==> config.mk <==
export PLATFORM = sky130hd
export DESIGN_NAME = uvs_cordic
export DESIGN_NICKNAME = d
export VERILOG_FILES = /design/src/hw/rtl/uv_sphere_mesh_generator_defines.svh /design/src/hw/rtl/uvs_pkg.sv /design/src/hw/rtl/uvs_cordic.sv
export SDC_FILE = /design/constraint.sdc
export NUM_CORES = 2
export LEC_CHECK = 0
export BUFFER_PORTS_ARGS = -buffer_cell sky130_fd_sc_hd__clkbuf_2
export CORE_AREA = 3 3 523 629
export DETAILED_ROUTE_END_ITERATION = 8
export DIE_AREA = 0 0 526 632
export PLACE_DENSITY = 0.55
export SYNTH_ARGS = -nofsm -noshare
export SYNTH_HDL_FRONTEND = slang
export SYNTH_SLANG_ARGS = --single-unit
==> constraint.sdc <==
create_clock -name clk -period 5.05 [get_ports clk]
set_input_delay 0.2525 -clock clk [delete_from_list [all_inputs] [get_ports clk]]
set_output_delay 0.2525 -clock clk [all_outputs]
set_load 0.02 [all_outputs]
==> src/hw/rtl/uv_sphere_mesh_generator_defines.svh <==
// Assertion macros used by uvs_emit.
`ifndef UV_SPHERE_MESH_GENERATOR_DEFINES_SVH
`define UV_SPHERE_MESH_GENERATOR_DEFINES_SVH

// Same-cycle implication, checked outside reset.
`define UVS_ASSERT_IMP(lbl, clk, rst_n, ante, cons, msg) \
  lbl: assert property (@(posedge clk) disable iff (!rst_n) (ante) |-> (cons)) else $error(msg);

// Next-cycle implication, checked outside reset.
`define UVS_ASSERT_NXT(lbl, clk, rst_n, ante, cons, msg) \
  lbl: assert property (@(posedge clk) disable iff (!rst_n) (ante) |=> (cons)) else $error(msg);

`endif

==> src/hw/rtl/uvs_pkg.sv <==
package uvs_pkg;

  localparam int IW = 13;
  localparam int PW = 17;
  localparam int NW = 16;
  localparam int CFG_IW = 2;
  localparam int CFG_DW = 16;
  localparam int CORDIC_MAX_ITER = 24;
  localparam int DIV_STAGES = 4;
  localparam int DIV_BITS = 8;
  localparam logic signed [33:0] CORDIC_START = 34'sd652032874;
  localparam logic signed [NW-1:0] ONE_Q14 = 16'sd16384;
  localparam logic signed [PW-1:0] POS_LIMIT = 17'sd65535;

  typedef enum logic [1:0] {
    CMD_GRID  = 2'd0,
    CMD_NORTH = 2'd1,
    CMD_SOUTH = 2'd2
  } cmd_t;

  typedef enum logic [CFG_IW-1:0] {
    REG_RING_COUNT  = 2'd0,
    REG_SLICE_COUNT = 2'd1,
    REG_RADIUS      = 2'd2
  } reg_idx_t;

  typedef enum logic [1:0] {
    CLS_GRID  = 2'd0,
    CLS_NORTH = 2'd1,
    CLS_SOUTH = 2'd2,
    CLS_BAD   = 2'd3
  } cls_t;

  localparam logic KIND_VERTEX = 1'b0;
  localparam logic KIND_TRIANGLE = 1'b1;

  typedef struct packed {
    logic [IW-1:0] a;
    logic [IW-1:0] b;
    logic [IW-1:0] c;
  } tri_t;

  typedef struct packed {
    cls_t       cls;
    logic [1:0] ntri;
    tri_t [2:0] tris;
  } side_t;

  typedef struct packed {
    side_t                       side;
    logic signed [2:0][PW-1:0]   pos;
    logic signed [2:0][NW-1:0]   nrm;
  } rec_t;

  function automatic logic [31:0] atan_turn(input int i);
    case (i)
      0:  atan_turn = 32'h20000000;
      1:  atan_turn = 32'h12E4051E;
      2:  atan_turn = 32'h09FB385B;
      3:  atan_turn = 32'h051111D4;
      4:  atan_turn = 32'h028B0D43;
      5:  atan_turn = 32'h0145D7E1;
      6:  atan_turn = 32'h00A2F61E;
      7:  atan_turn = 32'h00517C55;
      8:  atan_turn = 32'h0028BE53;
      9:  atan_turn = 32'h00145F2F;
      10: atan_turn = 32'h000A2F98;
      11: atan_turn = 32'h000517CC;
      12: atan_turn = 32'h00028BE6;
      13: atan_turn = 32'h000145F3;
      14: atan_turn = 32'h0000A2FA;
      15: atan_turn = 32'h0000517D;
      16: atan_turn = 32'h000028BE;
      17: atan_turn = 32'h0000145F;
      18: atan_turn = 32'h00000A30;
      19: atan_turn = 32'h00000518;
      20: atan_turn = 32'h0000028C;
      21: atan_turn = 32'h00000146;
      22: atan_turn = 32'h000000A3;
      23: atan_turn = 32'h00000051;
      default: atan_turn = 32'h0;
    endcase
  endfunction

endpackage

==> src/hw/rtl/uvs_cordic.sv <==
module uvs_cordic #(
  parameter int ITERATIONS = 16
) (
  input  logic               clk,
  input  logic               en,
  input  logic [31:0]        phase_i,
  output logic signed [31:0] cos_o,
  output logic signed [31:0] sin_o
);

  localparam int N = (ITERATIONS < uvs_pkg::CORDIC_MAX_ITER) ? ITERATIONS
                                                             : uvs_pkg::CORDIC_MAX_ITER;

  logic signed [33:0] x_r [0:N];
  logic signed [33:0] y_r [0:N];
  logic signed [33:0] z_r [0:N];
  logic               f_r [0:N];
  logic signed [31:0] cos_r;
  logic signed [31:0] sin_r;

  logic [31:0]        turn_sum;
  logic [31:0]        p_adj;
  logic               flip;
  logic signed [33:0] xn;
  logic signed [33:0] yn;

  always_comb begin
    turn_sum = phase_i + 32'h4000_0000;
    flip = turn_sum[31];
    p_adj = flip ? (phase_i - 32'h8000_0000) : phase_i;
  end

  always_ff @(posedge clk) begin
    if (en) begin
      x_r[0] <= uvs_pkg::CORDIC_START;
      y_r[0] <= '0;
      z_r[0] <= {{2{p_adj[31]}}, p_adj};
      f_r[0] <= flip;
    end
  end

  for (genvar i = 0; i < N; i++) begin : g_iter
    logic signed [33:0] ang;
    assign ang = {2'b00, uvs_pkg::atan_turn(i)};
    always_ff @(posedge clk) begin
      if (en) begin
        if (!z_r[i][33]) begin
          x_r[i+1] <= x_r[i] - (y_r[i] >>> i);
          y_r[i+1] <= y_r[i] + (x_r[i] >>> i);
          z_r[i+1] <= z_r[i] - ang;
        end else begin
          x_r[i+1] <= x_r[i] + (y_r[i] >>> i);
          y_r[i+1] <= y_r[i] - (x_r[i] >>> i);
          z_r[i+1] <= z_r[i] + ang;
        end
        f_r[i+1] <= f_r[i];
      end
    end
  end

  assign xn = f_r[N] ? -x_r[N] : x_r[N];
  assign yn = f_r[N] ? -y_r[N] : y_r[N];

  always_ff @(posedge clk) begin
    if (en) begin
      cos_r <= xn[31:0];
      sin_r <= yn[31:0];
    end
  end

  assign cos_o = cos_r;
  assign sin_o = sin_r;

endmodule

==> impl_metrics.ini <==
[worst_setup_path]
worstSetupEndpointType = register
reg2reg_to = x_r[13][32]$_DFFE_PP_
startpoint = y_r[12][13]$_DFFE_PP_
cpMaxStageDelayCell = edfxtp_1
critPathRequiredTime_ns = 5.66
worstPathMaxFanout = 4
critPathMaxStageDelay_ns = 0.48
crit_type = reg2reg
r2r-start = y_r[12][13]$_DFFE_PP_
rr_worst_depth = 20
crit_path_frequent_cell = a21oi_1
crit_chain = inv_1, ha_1, nor2b_1, nand2_1, or2_2, nor3_1, buf_4, a21oi_1, xor2_1, ha_1, and3_1, buf_4, nand2_1, a21oi_1, o2111ai_2, a21oi_2, nor3_1, o41ai_1, a21oi_1, xnor2_1
rrSetupSlack_ns = 0.23
cp.arrival_ns = 5.43
critPathLaunchType = register

[status]
status = completed

[global_routing]
grt_max_degree = 159
grt_pass1_vias = 101000
grt_pass1_wl_um = 557000
grt_overflow = 0
grt_usage = 0.211
grt_antenna_before_repair = 2

[logic_synthesis]
synth.avg_cell_area_um2 = 9.74
synthAdderAreaFrac = 0.142
synth_compound_area_frac = 0.204
synth.area.mux_share = 0.00937
netlist_area_um2 = 129000
synth_edf_count = 1580
synth_cell_types = 96
syn_nets = 14700
ys_ff_latch = 1580
synthXorXnorAreaFrac = 0.127
yosys.area_share.simple = 0.128
ys_warn_count = 0
ys_seq_area_frac = 0.367
synthArstFlopShare = 0
synth_cells = 13300
synth_ff_type = edfxtp_1
synth_top_family_by_area = compound AO/OA/AOI/OAI gates

[clock_tree]
root_buffer = clkbuf_16
cts.sinks = 1580
cts_buffers = 188
clkLatencyLatePin_ns = 0.88
cts_buffer_depth = 4
clk_pin_slew_ns = 0.06
ctsHtreeMaxLevel = 4
cts_tree = built

[sta]
fmax_ghz = 0.207
fin_crit_ns = 4.82
drv_slew = 0
skew_ns = 0.0823
post-route-period-util = 0.955
finalSetupViolations = 0
max_slew_margin = 0.280
tightest_slew_ns = 1.08
finalHoldViolCount = 0

[route]
antenna_left = 0
via_per_inst = 5.44
dr.pass1.iters = 6
drt_iter0_drc = 4747
route.detailed.drc = 0
dr_total_vias = 100000
wl_per_cell_um = 19.6
wl_um = 360000

[placed_design]
placed_area_um2 = 139000
place.gp.congestion = 0.949
dpl.hpwl_um = 293000
io_buffers = 97

[floorplanning]
rows = 229
io_pins = 98
start_util = 0.399
die_w_um = 526
die-area_um2 = 332000
die_h_um = 632
core_um2 = 323000

[cells_and_area]
final_common_cell = edfxtp_1
final_cell_mix = edfxtp_1, ha_1, a21oi_1, xnor2_1, nor2_1
layout-drive-gt1-share = 0.0870
final_area_um2 = 146000
finalNetCount = 15400
fillers = 31300
syn_to_final_growth_pct = 12.9

[hold_path]
worstHoldEndpoint = z_r[0][3]$_DFFE_PP_
worstHoldStart = phase_i[3]
worstHoldPathCells = 2
min_path_type = in2reg

[job]
cap_violations = 0
-- metal layers --
metal	vias to the layer above	track usage	part of all wire
li1	51100	-	-
met1	46600	0.192	0.34
met2	1544	0.430	0.55
met3	917	0.0192	0.022
met4	0	0.147	0.082
met5	-	0	0
-- area by class of cell --
class,instances,area [um2],area share
Timing Repair Buffer,727,5540,0.0380
Tap cell,4273,5350,0.0367
Sequential cell,1580,47400,0.325
Multi-Input combinational cell,10900,79300,0.544
Inverter,535,2010,0.0138
Clock buffer,224,4900,0.0336
Antenna cell,1,2.50,0.0000172
Clock inverter,121,1250,0.00857
-- worst max-delay path, delay by kind of cell, from the launching register on --
kind	cells	cell delay (ns)
AND/OR/NAND/NOR	7	1.46
buffers and inverters	3	0.44
XOR/XNOR	2	0.30
AO/OA/AOI/OAI	6	1.40
adder cells (fa/ha/maj)	2	0.46
flip-flops	1	0.48
-- worst max-delay path by stage --
| stage | to | slack, ns | depth (start not counted) |
|---|---|---|---|
| 2_1_floorplan | x_r[5][30]$_DFFE_PP_ | 0.21 | 17 |
| 3_3_place_gp | x_r[5][33]$_DFFE_PP_ | 0.05 | 17 |
| 3_5_place_dp | x_r[5][33]$_DFFE_PP_ | 0.07 | 17 |
| 4_1_cts | x_r[7][32]$_DFFE_PP_ | 0.009 | 19 |
| 5_1_grt | x_r[13][32]$_DFFE_PP_ | -0.07 | 19 |
| 6_report | x_r[13][32]$_DFFE_PP_ | 0.23 | 20 |
-- synth_stat cells (126+ instances only) --
library cell / number / area (um2)
edfxtp_1: 1580 / 47400
ha_1: 1393 / 17400
a21oi_1: 1323 / 6620
xnor2_1: 1238 / 10800
nor2_1: 965 / 3620
nand2_1: 769 / 2890
o21ai_0: 739 / 3700
xor2_1: 636 / 5570
a21o_1: 634 / 4760
inv_1: 529 / 1990
nor3_1: 310 / 1550
nand3_1: 227 / 1140
nand2b_1: 218 / 1360
o21a_1: 217 / 1630
clkbuf_1: 178 / 668
o31ai_1: 166 / 1250
o21bai_1: 157 / 1180
nor2b_1: 156 / 976
and3_1: 142 / 888
a211oi_1: 139 / 1040
a31oi_1: 126 / 788
-- per-stage QoR --
step                 util  cells  setup slack (ns)  hold WS (ns)  TNS [ns]
floorplan               -  13300             0.207         0.351         0
global placement    0.429  18000            0.0484         0.401         0
detailed placement  0.429  18000            0.0668         0.405         0
CTS                 0.449  18400           0.00887      0.000158         0
global route        0.451  18400           -0.0651        0.0268    -0.126
finish              0.451  18400             0.227        0.0853         0
-- state kept, by name, indices dropped and copies added, names as in the netlist --
signal,flops
y_r,509
f_r,17
z_r,508
x_r,482
cos_o,32
sin_o,32
-- kinds of logic (layout without fill, tap and decap cells) --
logic type,count (synthesis),after routing
adders and majority gates,1439,1439
AOI/OAI and AO/OA,4122,4122
muxes,113,113
xor gates and xnor gates,1876,1876
buffers and inverters,746,1607
DFF,1580,1580
other,0,1
and+or+nand+nor,3390,3390
-- timing repair --
action | 4_1_cts | 5_1_grt
hold buffers | 44 | 0
pin swaps | 0 | 1
resized for setup | 1 | 79
hold endpoints to repair | 135 | 0
buffers inserted | 0 | 9
setup endpoints to repair | 2 | 61
Power is left out: the tool's default activity adds up to more than one toggle a clock period on the data nets, which glitch-free logic cannot reach.
