### src/hw/rtl/uv_sphere_mesh_generator_defines.svh
// Assertion macros used by uvs_emit.
`ifndef UV_SPHERE_MESH_GENERATOR_DEFINES_SVH
`define UV_SPHERE_MESH_GENERATOR_DEFINES_SVH

// Same-cycle implication, checked outside reset.
`define UVS_ASSERT_IMP(lbl, clk, rst_n, ante, cons, msg) \
  lbl: assert property (@(posedge clk) disable iff (!rst_n) (ante) |-> (cons)) else $error(msg);

// Next-cycle implication, checked outside reset.
`define UVS_ASSERT_NXT(lbl, clk, rst_n, ante, cons, msg) \
  lbl: assert property (@(posedge clk) disable iff (!rst_n) (ante) |=> (cons)) else $error(msg);

`endif

### src/hw/rtl/uvs_pkg.sv
package uvs_pkg;

  localparam int IW = 13;
  localparam int PW = 17;
  localparam int NW = 16;
  localparam int CFG_IW = 2;
  localparam int CFG_DW = 16;
  localparam int CORDIC_MAX_ITER = 24;
  localparam int DIV_STAGES = 4;
  localparam int DIV_BITS = 8;
  localparam logic signed [33:0] CORDIC_START = 34'sd652032874;
  localparam logic signed [NW-1:0] ONE_Q14 = 16'sd16384;
  localparam logic signed [PW-1:0] POS_LIMIT = 17'sd65535;

  typedef enum logic [1:0] {
    CMD_GRID  = 2'd0,
    CMD_NORTH = 2'd1,
    CMD_SOUTH = 2'd2
  } cmd_t;

  typedef enum logic [CFG_IW-1:0] {
    REG_RING_COUNT  = 2'd0,
    REG_SLICE_COUNT = 2'd1,
    REG_RADIUS      = 2'd2
  } reg_idx_t;

  typedef enum logic [1:0] {
    CLS_GRID  = 2'd0,
    CLS_NORTH = 2'd1,
    CLS_SOUTH = 2'd2,
    CLS_BAD   = 2'd3
  } cls_t;

  localparam logic KIND_VERTEX = 1'b0;
  localparam logic KIND_TRIANGLE = 1'b1;

  typedef struct packed {
    logic [IW-1:0] a;
    logic [IW-1:0] b;
    logic [IW-1:0] c;
  } tri_t;

  typedef struct packed {
    cls_t       cls;
    logic [1:0] ntri;
    tri_t [2:0] tris;
  } side_t;

  typedef struct packed {
    side_t                       side;
    logic signed [2:0][PW-1:0]   pos;
    logic signed [2:0][NW-1:0]   nrm;
  } rec_t;

  function automatic logic [31:0] atan_turn(input int i);
    case (i)
      0:  atan_turn = 32'h20000000;
      1:  atan_turn = 32'h12E4051E;
      2:  atan_turn = 32'h09FB385B;
      3:  atan_turn = 32'h051111D4;
      4:  atan_turn = 32'h028B0D43;
      5:  atan_turn = 32'h0145D7E1;
      6:  atan_turn = 32'h00A2F61E;
      7:  atan_turn = 32'h00517C55;
      8:  atan_turn = 32'h0028BE53;
      9:  atan_turn = 32'h00145F2F;
      10: atan_turn = 32'h000A2F98;
      11: atan_turn = 32'h000517CC;
      12: atan_turn = 32'h00028BE6;
      13: atan_turn = 32'h000145F3;
      14: atan_turn = 32'h0000A2FA;
      15: atan_turn = 32'h0000517D;
      16: atan_turn = 32'h000028BE;
      17: atan_turn = 32'h0000145F;
      18: atan_turn = 32'h00000A30;
      19: atan_turn = 32'h00000518;
      20: atan_turn = 32'h0000028C;
      21: atan_turn = 32'h00000146;
      22: atan_turn = 32'h000000A3;
      23: atan_turn = 32'h00000051;
      default: atan_turn = 32'h0;
    endcase
  endfunction

endpackage

### src/hw/rtl/uvs_if.sv


interface uvs_out_if;
  logic                             valid;
  logic                             ready;
  logic                             kind;
  logic signed [uvs_pkg::PW-1:0]    pos_x;
  logic signed [uvs_pkg::PW-1:0]    pos_y;
  logic signed [uvs_pkg::PW-1:0]    pos_z;
  logic signed [uvs_pkg::NW-1:0]    norm_x;
  logic signed [uvs_pkg::NW-1:0]    norm_y;
  logic signed [uvs_pkg::NW-1:0]    norm_z;
  logic [uvs_pkg::IW-1:0]           first_index;
  logic [uvs_pkg::IW-1:0]           second_index;
  logic [uvs_pkg::IW-1:0]           third_index;
  logic                             bad_point;
  logic                             last;
  modport source (output valid, kind, pos_x, pos_y, pos_z, norm_x, norm_y, norm_z,
                  first_index, second_index, third_index, bad_point, last,
                  input ready);
  modport sink (input valid, kind, pos_x, pos_y, pos_z, norm_x, norm_y, norm_z,
                first_index, second_index, third_index, bad_point, last,
                output ready);
endinterface


### src/hw/rtl/uvs_emit.sv
`include "uv_sphere_mesh_generator_defines.svh"

module uvs_emit (
  input  logic            clk,
  input  logic            rst_n,
  input  logic            rec_valid_i,
  input  uvs_pkg::rec_t   rec_i,
  output logic            rec_take_o,
  uvs_out_if.source       out_ch
);

  uvs_pkg::rec_t rec_r;
  logic          busy_r;
  logic [1:0]    idx_r;
  logic [1:0]    ti;
  logic          last_beat;
  logic          is_tri;
  uvs_pkg::tri_t cur_tri;

  assign last_beat = (idx_r == rec_r.side.ntri);
  assign rec_take_o = !busy_r || (out_ch.ready && last_beat);
  assign ti = idx_r - 2'd1;
  assign is_tri = (idx_r != 2'd0);
  assign cur_tri = rec_r.side.tris[ti];

  always_ff @(posedge clk) begin
    if (!rst_n) begin
      busy_r <= 1'b0;
      idx_r <= '0;
    end else if (rec_take_o) begin
      busy_r <= rec_valid_i;
      idx_r <= '0;
    end else if (out_ch.ready) begin
      idx_r <= idx_r + 2'd1;
    end
  end

  always_ff @(posedge clk) begin
    if (rec_take_o) begin
      rec_r <= rec_i;
    end
  end

  always_comb begin
    out_ch.valid = busy_r;
    out_ch.kind = is_tri ? uvs_pkg::KIND_TRIANGLE : uvs_pkg::KIND_VERTEX;
    out_ch.pos_x = is_tri ? '0 : rec_r.pos[0];
    out_ch.pos_y = is_tri ? '0 : rec_r.pos[1];
    out_ch.pos_z = is_tri ? '0 : rec_r.pos[2];
    out_ch.norm_x = is_tri ? '0 : rec_r.nrm[0];
    out_ch.norm_y = is_tri ? '0 : rec_r.nrm[1];
    out_ch.norm_z = is_tri ? '0 : rec_r.nrm[2];
    out_ch.first_index = is_tri ? cur_tri.a : '0;
    out_ch.second_index = is_tri ? cur_tri.b : '0;
    out_ch.third_index = is_tri ? cur_tri.c : '0;
    out_ch.bad_point = !is_tri && (rec_r.side.cls == uvs_pkg::CLS_BAD);
    out_ch.last = last_beat;
  end

  `UVS_ASSERT_IMP(a_bad_is_last, clk, rst_n, busy_r && out_ch.bad_point, out_ch.last,
                  "error beat must be the last beat")
  `UVS_ASSERT_IMP(a_tri_not_bad, clk, rst_n, busy_r && is_tri,
                  !out_ch.bad_point && (idx_r <= rec_r.side.ntri),
                  "triangle beat out of range")
  `UVS_ASSERT_NXT(a_hold_mid, clk, rst_n, busy_r && out_ch.ready && !last_beat,
                  busy_r && (idx_r == $past(idx_r) + 2'd1), "beat sequence broken")

endmodule

### src/flat_wrapper.sv
// flat-port wrapper written by rule: the top's interface ports become plain ports
module uvs_emit_flat 
  (clk, rst_n, rec_valid_i, rec_i, rec_take_o, out_ch_valid, out_ch_kind, out_ch_pos_x, out_ch_pos_y, out_ch_pos_z, out_ch_norm_x, out_ch_norm_y, out_ch_norm_z, out_ch_first_index, out_ch_second_index, out_ch_third_index, out_ch_bad_point, out_ch_last, out_ch_ready);
  uvs_out_if out_ch_i ();
  input  logic clk;
  input  logic rst_n;
  input  logic rec_valid_i;
  input  uvs_pkg::rec_t rec_i;
  output logic rec_take_o;
  output wire logic [$bits(out_ch_i.valid)-1:0] out_ch_valid;
  output wire logic [$bits(out_ch_i.kind)-1:0] out_ch_kind;
  output wire logic [$bits(out_ch_i.pos_x)-1:0] out_ch_pos_x;
  output wire logic [$bits(out_ch_i.pos_y)-1:0] out_ch_pos_y;
  output wire logic [$bits(out_ch_i.pos_z)-1:0] out_ch_pos_z;
  output wire logic [$bits(out_ch_i.norm_x)-1:0] out_ch_norm_x;
  output wire logic [$bits(out_ch_i.norm_y)-1:0] out_ch_norm_y;
  output wire logic [$bits(out_ch_i.norm_z)-1:0] out_ch_norm_z;
  output wire logic [$bits(out_ch_i.first_index)-1:0] out_ch_first_index;
  output wire logic [$bits(out_ch_i.second_index)-1:0] out_ch_second_index;
  output wire logic [$bits(out_ch_i.third_index)-1:0] out_ch_third_index;
  output wire logic [$bits(out_ch_i.bad_point)-1:0] out_ch_bad_point;
  output wire logic [$bits(out_ch_i.last)-1:0] out_ch_last;
  input wire logic [$bits(out_ch_i.ready)-1:0] out_ch_ready;
  assign out_ch_valid = out_ch_i.valid;
  assign out_ch_kind = out_ch_i.kind;
  assign out_ch_pos_x = out_ch_i.pos_x;
  assign out_ch_pos_y = out_ch_i.pos_y;
  assign out_ch_pos_z = out_ch_i.pos_z;
  assign out_ch_norm_x = out_ch_i.norm_x;
  assign out_ch_norm_y = out_ch_i.norm_y;
  assign out_ch_norm_z = out_ch_i.norm_z;
  assign out_ch_first_index = out_ch_i.first_index;
  assign out_ch_second_index = out_ch_i.second_index;
  assign out_ch_third_index = out_ch_i.third_index;
  assign out_ch_bad_point = out_ch_i.bad_point;
  assign out_ch_last = out_ch_i.last;
  assign out_ch_i.ready = out_ch_ready;
  uvs_emit u_core (.clk(clk), .rst_n(rst_n), .rec_valid_i(rec_valid_i), .rec_i(rec_i), .rec_take_o(rec_take_o), .out_ch(out_ch_i));
endmodule
### config.mk
export PLATFORM = sky130hd
export DESIGN_NAME = uvs_emit_flat
export DESIGN_NICKNAME = d
export VERILOG_FILES = /design/src/hw/rtl/uvs_pkg.sv /design/src/hw/rtl/uvs_if.sv /design/src/hw/rtl/uvs_emit.sv /design/src/flat_wrapper.sv
export VERILOG_INCLUDE_DIRS = /design/src /design/src/hw/rtl
export SDC_FILE = /design/constraint.sdc
export NUM_CORES = 1
export LEC_CHECK = 0
export ABC_AREA = 0
export BUFFER_PORTS_ARGS = -buffer_cell sky130_fd_sc_hd__buf_2
export CORE_ASPECT_RATIO = 0.6
export CORE_MARGIN = 4
export CORE_UTILIZATION = 35
export CTS_CLUSTER_DIAMETER = 60
export DETAILED_ROUTE_END_ITERATION = 6
export SYNTH_ARGS = -nofsm -noshare
export SYNTH_HDL_FRONTEND = slang
export SYNTH_SLANG_ARGS = --single-unit
### constraint.sdc
create_clock -name clk -period 6.3 [get_ports clk]
set_input_delay 0.315 -clock clk [delete_from_list [all_inputs] [get_ports clk]]
set_output_delay 0.315 -clock clk [all_outputs]
set_load 0.05 [all_outputs]
==> flow_summary.json <==
{
  "hold_viol_final": 0,
  "cts_tree": "built",
  "synth_area_mm2": 0.00857,
  "grt.total_usage": 0.170,
  "hold_path.class": "primary input to register",
  "synth_top_family_by_area": "simple AND/OR/NAND/NOR gates",
  "ys_ff_latch": 223,
  "dr.first_iter.drc_count": 364,
  "max_slew_margin": 0.231,
  "num_rows": 44,
  "r2r_start": "u_core.idx_r[0]$_SDFFE_PP0P_",
  "drv_slew": 0,
  "muxShareOfSynthArea": 0.0596,
  "clock_latency_ns": 0.51,
  "cts_buffers": 23,
  "layout_common_cells": "366 x buf_2, 222 x dlygate4sd3_1, 220 x edfxtp_1, 100 x and2_1, 39 x nor2_1",
  "rrSetupSlack_ns": 3.29,
  "tightestPinTransition_ns": 1.15,
  "maxCapViolCount": 0,
  "outcome": "finished clean",
  "fin_crit_sh": 0.559,
  "cts_buffer_depth": 3,
  "dieArea_mm2": 0.0271,
  "required_ns": 5.98,
  "grt_pass1_vias": 6568,
  "clockRootBuffer": "clkbuf_16",
  "firstDrtPassIters": 4,
  "syn_inst": 485,
  "grt_antenna_before_repair": 3,
  "post-cts-setup-buffers": 0,
  "finalSetupTns_ns": 0,
  "postRouteAntennaNets": 0,
  "min_path_cells": 3,
  "ys_seq_area_frac": 0.778,
  "final.min_clock_period_ns": 3.52,
  "wl_per_cell_um": 17.2,
  "path_cells": "buf_4 -> nor2b_4 -> a22oi_1 -> nor2_1 -> buf_2",
  "io_buffers": 366,
  "power.total_w": 0.00371,
  "grt_setup_unrepaired": "no",
  "holdPathEnd": "u_core.idx_r[0]$_SDFFE_PP0P_",
  "gp_congestion": 0.779,
  "p_leak_nw": 5.61,
  "avgSynthCellArea_um2": 17.7,
  "cp.arrival_ns": 3.21,
  "post-route-drc-count": 0,
  "critical_path.slowest_cell": "nor2b_4",
  "ctsResizeCount": 0,
  "ys_types": 23,
  "rr_worst_depth": 5,
  "vias": 6286,
  "h-tree-depth": 1,
  "r2r-end": "u_core.rec_r[104]$_DFFE_PP_",
  "clock-skew-final_ns": 0.0135,
  "initial_core_util": 0.355,
  "grt_pass1_wl_um": 36300,
  "drive_gt1_frac": 0.414,
  "grt_start_max_net_pins": 138,
  "routed_wl_um": 24300,
  "synth_compound_area_frac": 0.0416,
  "hpwl_um": 14800,
  "worst_setup_path_start_kind": "register",
  "layout.nets": 1298,
  "slowest_delay_ns": 1.05,
  "worst_setup_path_end_kind": "primary output",
  "mostFrequentLayoutCell": "buf_2",
  "ir_drop_uv": 160,
  "core_mm2": 0.0241,
  "die_h_um": 129,
  "whs_ns": 0.192,
  "overflow": 0,
  "ys_warn_count": 0,
  "min_from": "out_ch_ready",
  "vias_per_cell": 4.45,
  "p_per_area_mw_per_mm2": 273,
  "fmax_ghz": 0.284,
  "setup_viol": 0,
  "syn_nets": 710,
  "ios": 367,
  "synth-simple-area-share": 0.0943,
  "cp_max_fo": 42,
  "synthAdderAreaFrac": 0.00146,
  "synth_xor_area_frac": 0.00307,
  "criticalPathCategory": "register to primary output",
  "die_w_um": 210,
  "clkTransAtPathRegs_ns": 0.06,
  "syn_to_final_growth_pct": 58.6,
  "clock_sinks": 223
}
[logic make-up (layout without fill, tap and decap cells)]
kind of cell	after synthesis	in the layout
buffers and inverters	33	637
AND/OR/NAND/NOR	144	144
adder cells (fa/ha/maj)	1	1
XOR/XNOR	3	3
flip-flops	223	223
AO/OA/AOI/OAI	42	42
other	0	3
multiplexers	39	39
[Yosys cell counts]
cell,number,area share
xor2_1,1,0.0010
and2_1,100,0.073
ha_1,1,0.0015
a22oi_2,9,0.013
o21ai_0,1,0.00058
buf_2,5,0.0029
xnor2_1,2,0.0020
mux2_2,20,0.026
nor2b_4,1,0.0016
clkbuf_1,15,0.0066
a22oi_1,30,0.026
edfxtp_1,220,0.77
nor2_1,39,0.017
mux2_4,19,0.033
dfxtp_1,3,0.0070
a31oi_1,1,0.00073
buf_1,1,0.00044
o21a_1,1,0.00088
buf_6,6,0.0079
inv_1,5,0.0022
nand2_1,1,0.00044
and3_1,3,0.0022
buf_8,1,0.0018
[flip-flops by register name, summed over array words and instances, names as in the netlist]
register             flops
u_core.out_ch.valid      1
u_core.idx_r             2
u_core.rec_r           220
[through the flow]
step                      area [um2]   util  cells  worst slack (ns)
after floorplan                 8570      -    485             0.456
after global placement         10700  0.443   1148              3.29
after detailed placement       10700  0.443   1148              3.27
after CTS                      13600  0.563   1410              2.74
after global routing           13600  0.563   1414              2.57
final                          13600  0.563   1414              2.78
[power by group]
part           total (W)  switching, W  internal (W)
registers        0.00180     0.0000285       0.00178
logic           0.000680      0.000422      0.000258
clock network    0.00123      0.000557      0.000673
[worst max-delay path by stage]
stage                                 startpoint                          end  slack (ns)
floorplan           u_core.idx_r[0]$_SDFFE_PP0P_    u_core.rec_r[0]$_DFFE_PP_        0.46
global placement    u_core.idx_r[0]$_SDFFE_PP0P_  u_core.rec_r[137]$_DFFE_PP_        3.29
detailed placement  u_core.idx_r[0]$_SDFFE_PP0P_  u_core.rec_r[111]$_DFFE_PP_        3.27
CTS                 u_core.idx_r[0]$_SDFFE_PP0P_        out_ch_third_index[5]        2.74
global route        u_core.idx_r[0]$_SDFFE_PP0P_        out_ch_third_index[4]        2.57
finish              u_core.idx_r[0]$_SDFFE_PP0P_       out_ch_second_index[8]        2.78
[routing by layer]
| metal | vias to the layer above | wire length, um | GRT usage |
|---|---|---|---|
| met1 | 3019 | 10200 | 0.222 |
| met4 | 0 | 423 | 0.0364 |
| met5 | - | 0 | 0 |
| li1 | 2975 | - | - |
| met3 | 33 | 1880 | 0.0489 |
| met2 | 259 | 11800 | 0.286 |
[final cells by class]
type / instances / area (um2)
fill: 1901 / 10500
tap: 322 / 403
sequential: 223 / 6670
clock inverter: 14 / 75.1
timing repair buffer: 591 / 4090
inverter: 5 / 26.3
clock buffer: 27 / 591
antenna: 3 / 7.51
multi-input combinational: 229 / 1730
[critical path: cells and delay by family (launching register included)]
| family | cells | cell delay [ns] |
|---|---|---|
| AO/OA/AOI/OAI | 1 | 0.21 |
| buffers and inverters | 2 | 0.85 |
| flip-flops | 1 | 0.32 |
| AND/OR/NAND/NOR | 2 | 1.24 |
[timing repair]
action,4_1_cts,5_1_grt
hold buffers,221,1
endpoints found under the setup margin,0,0
endpoints found under the hold margin,221,1
Power figures use the tool's default switching activity.
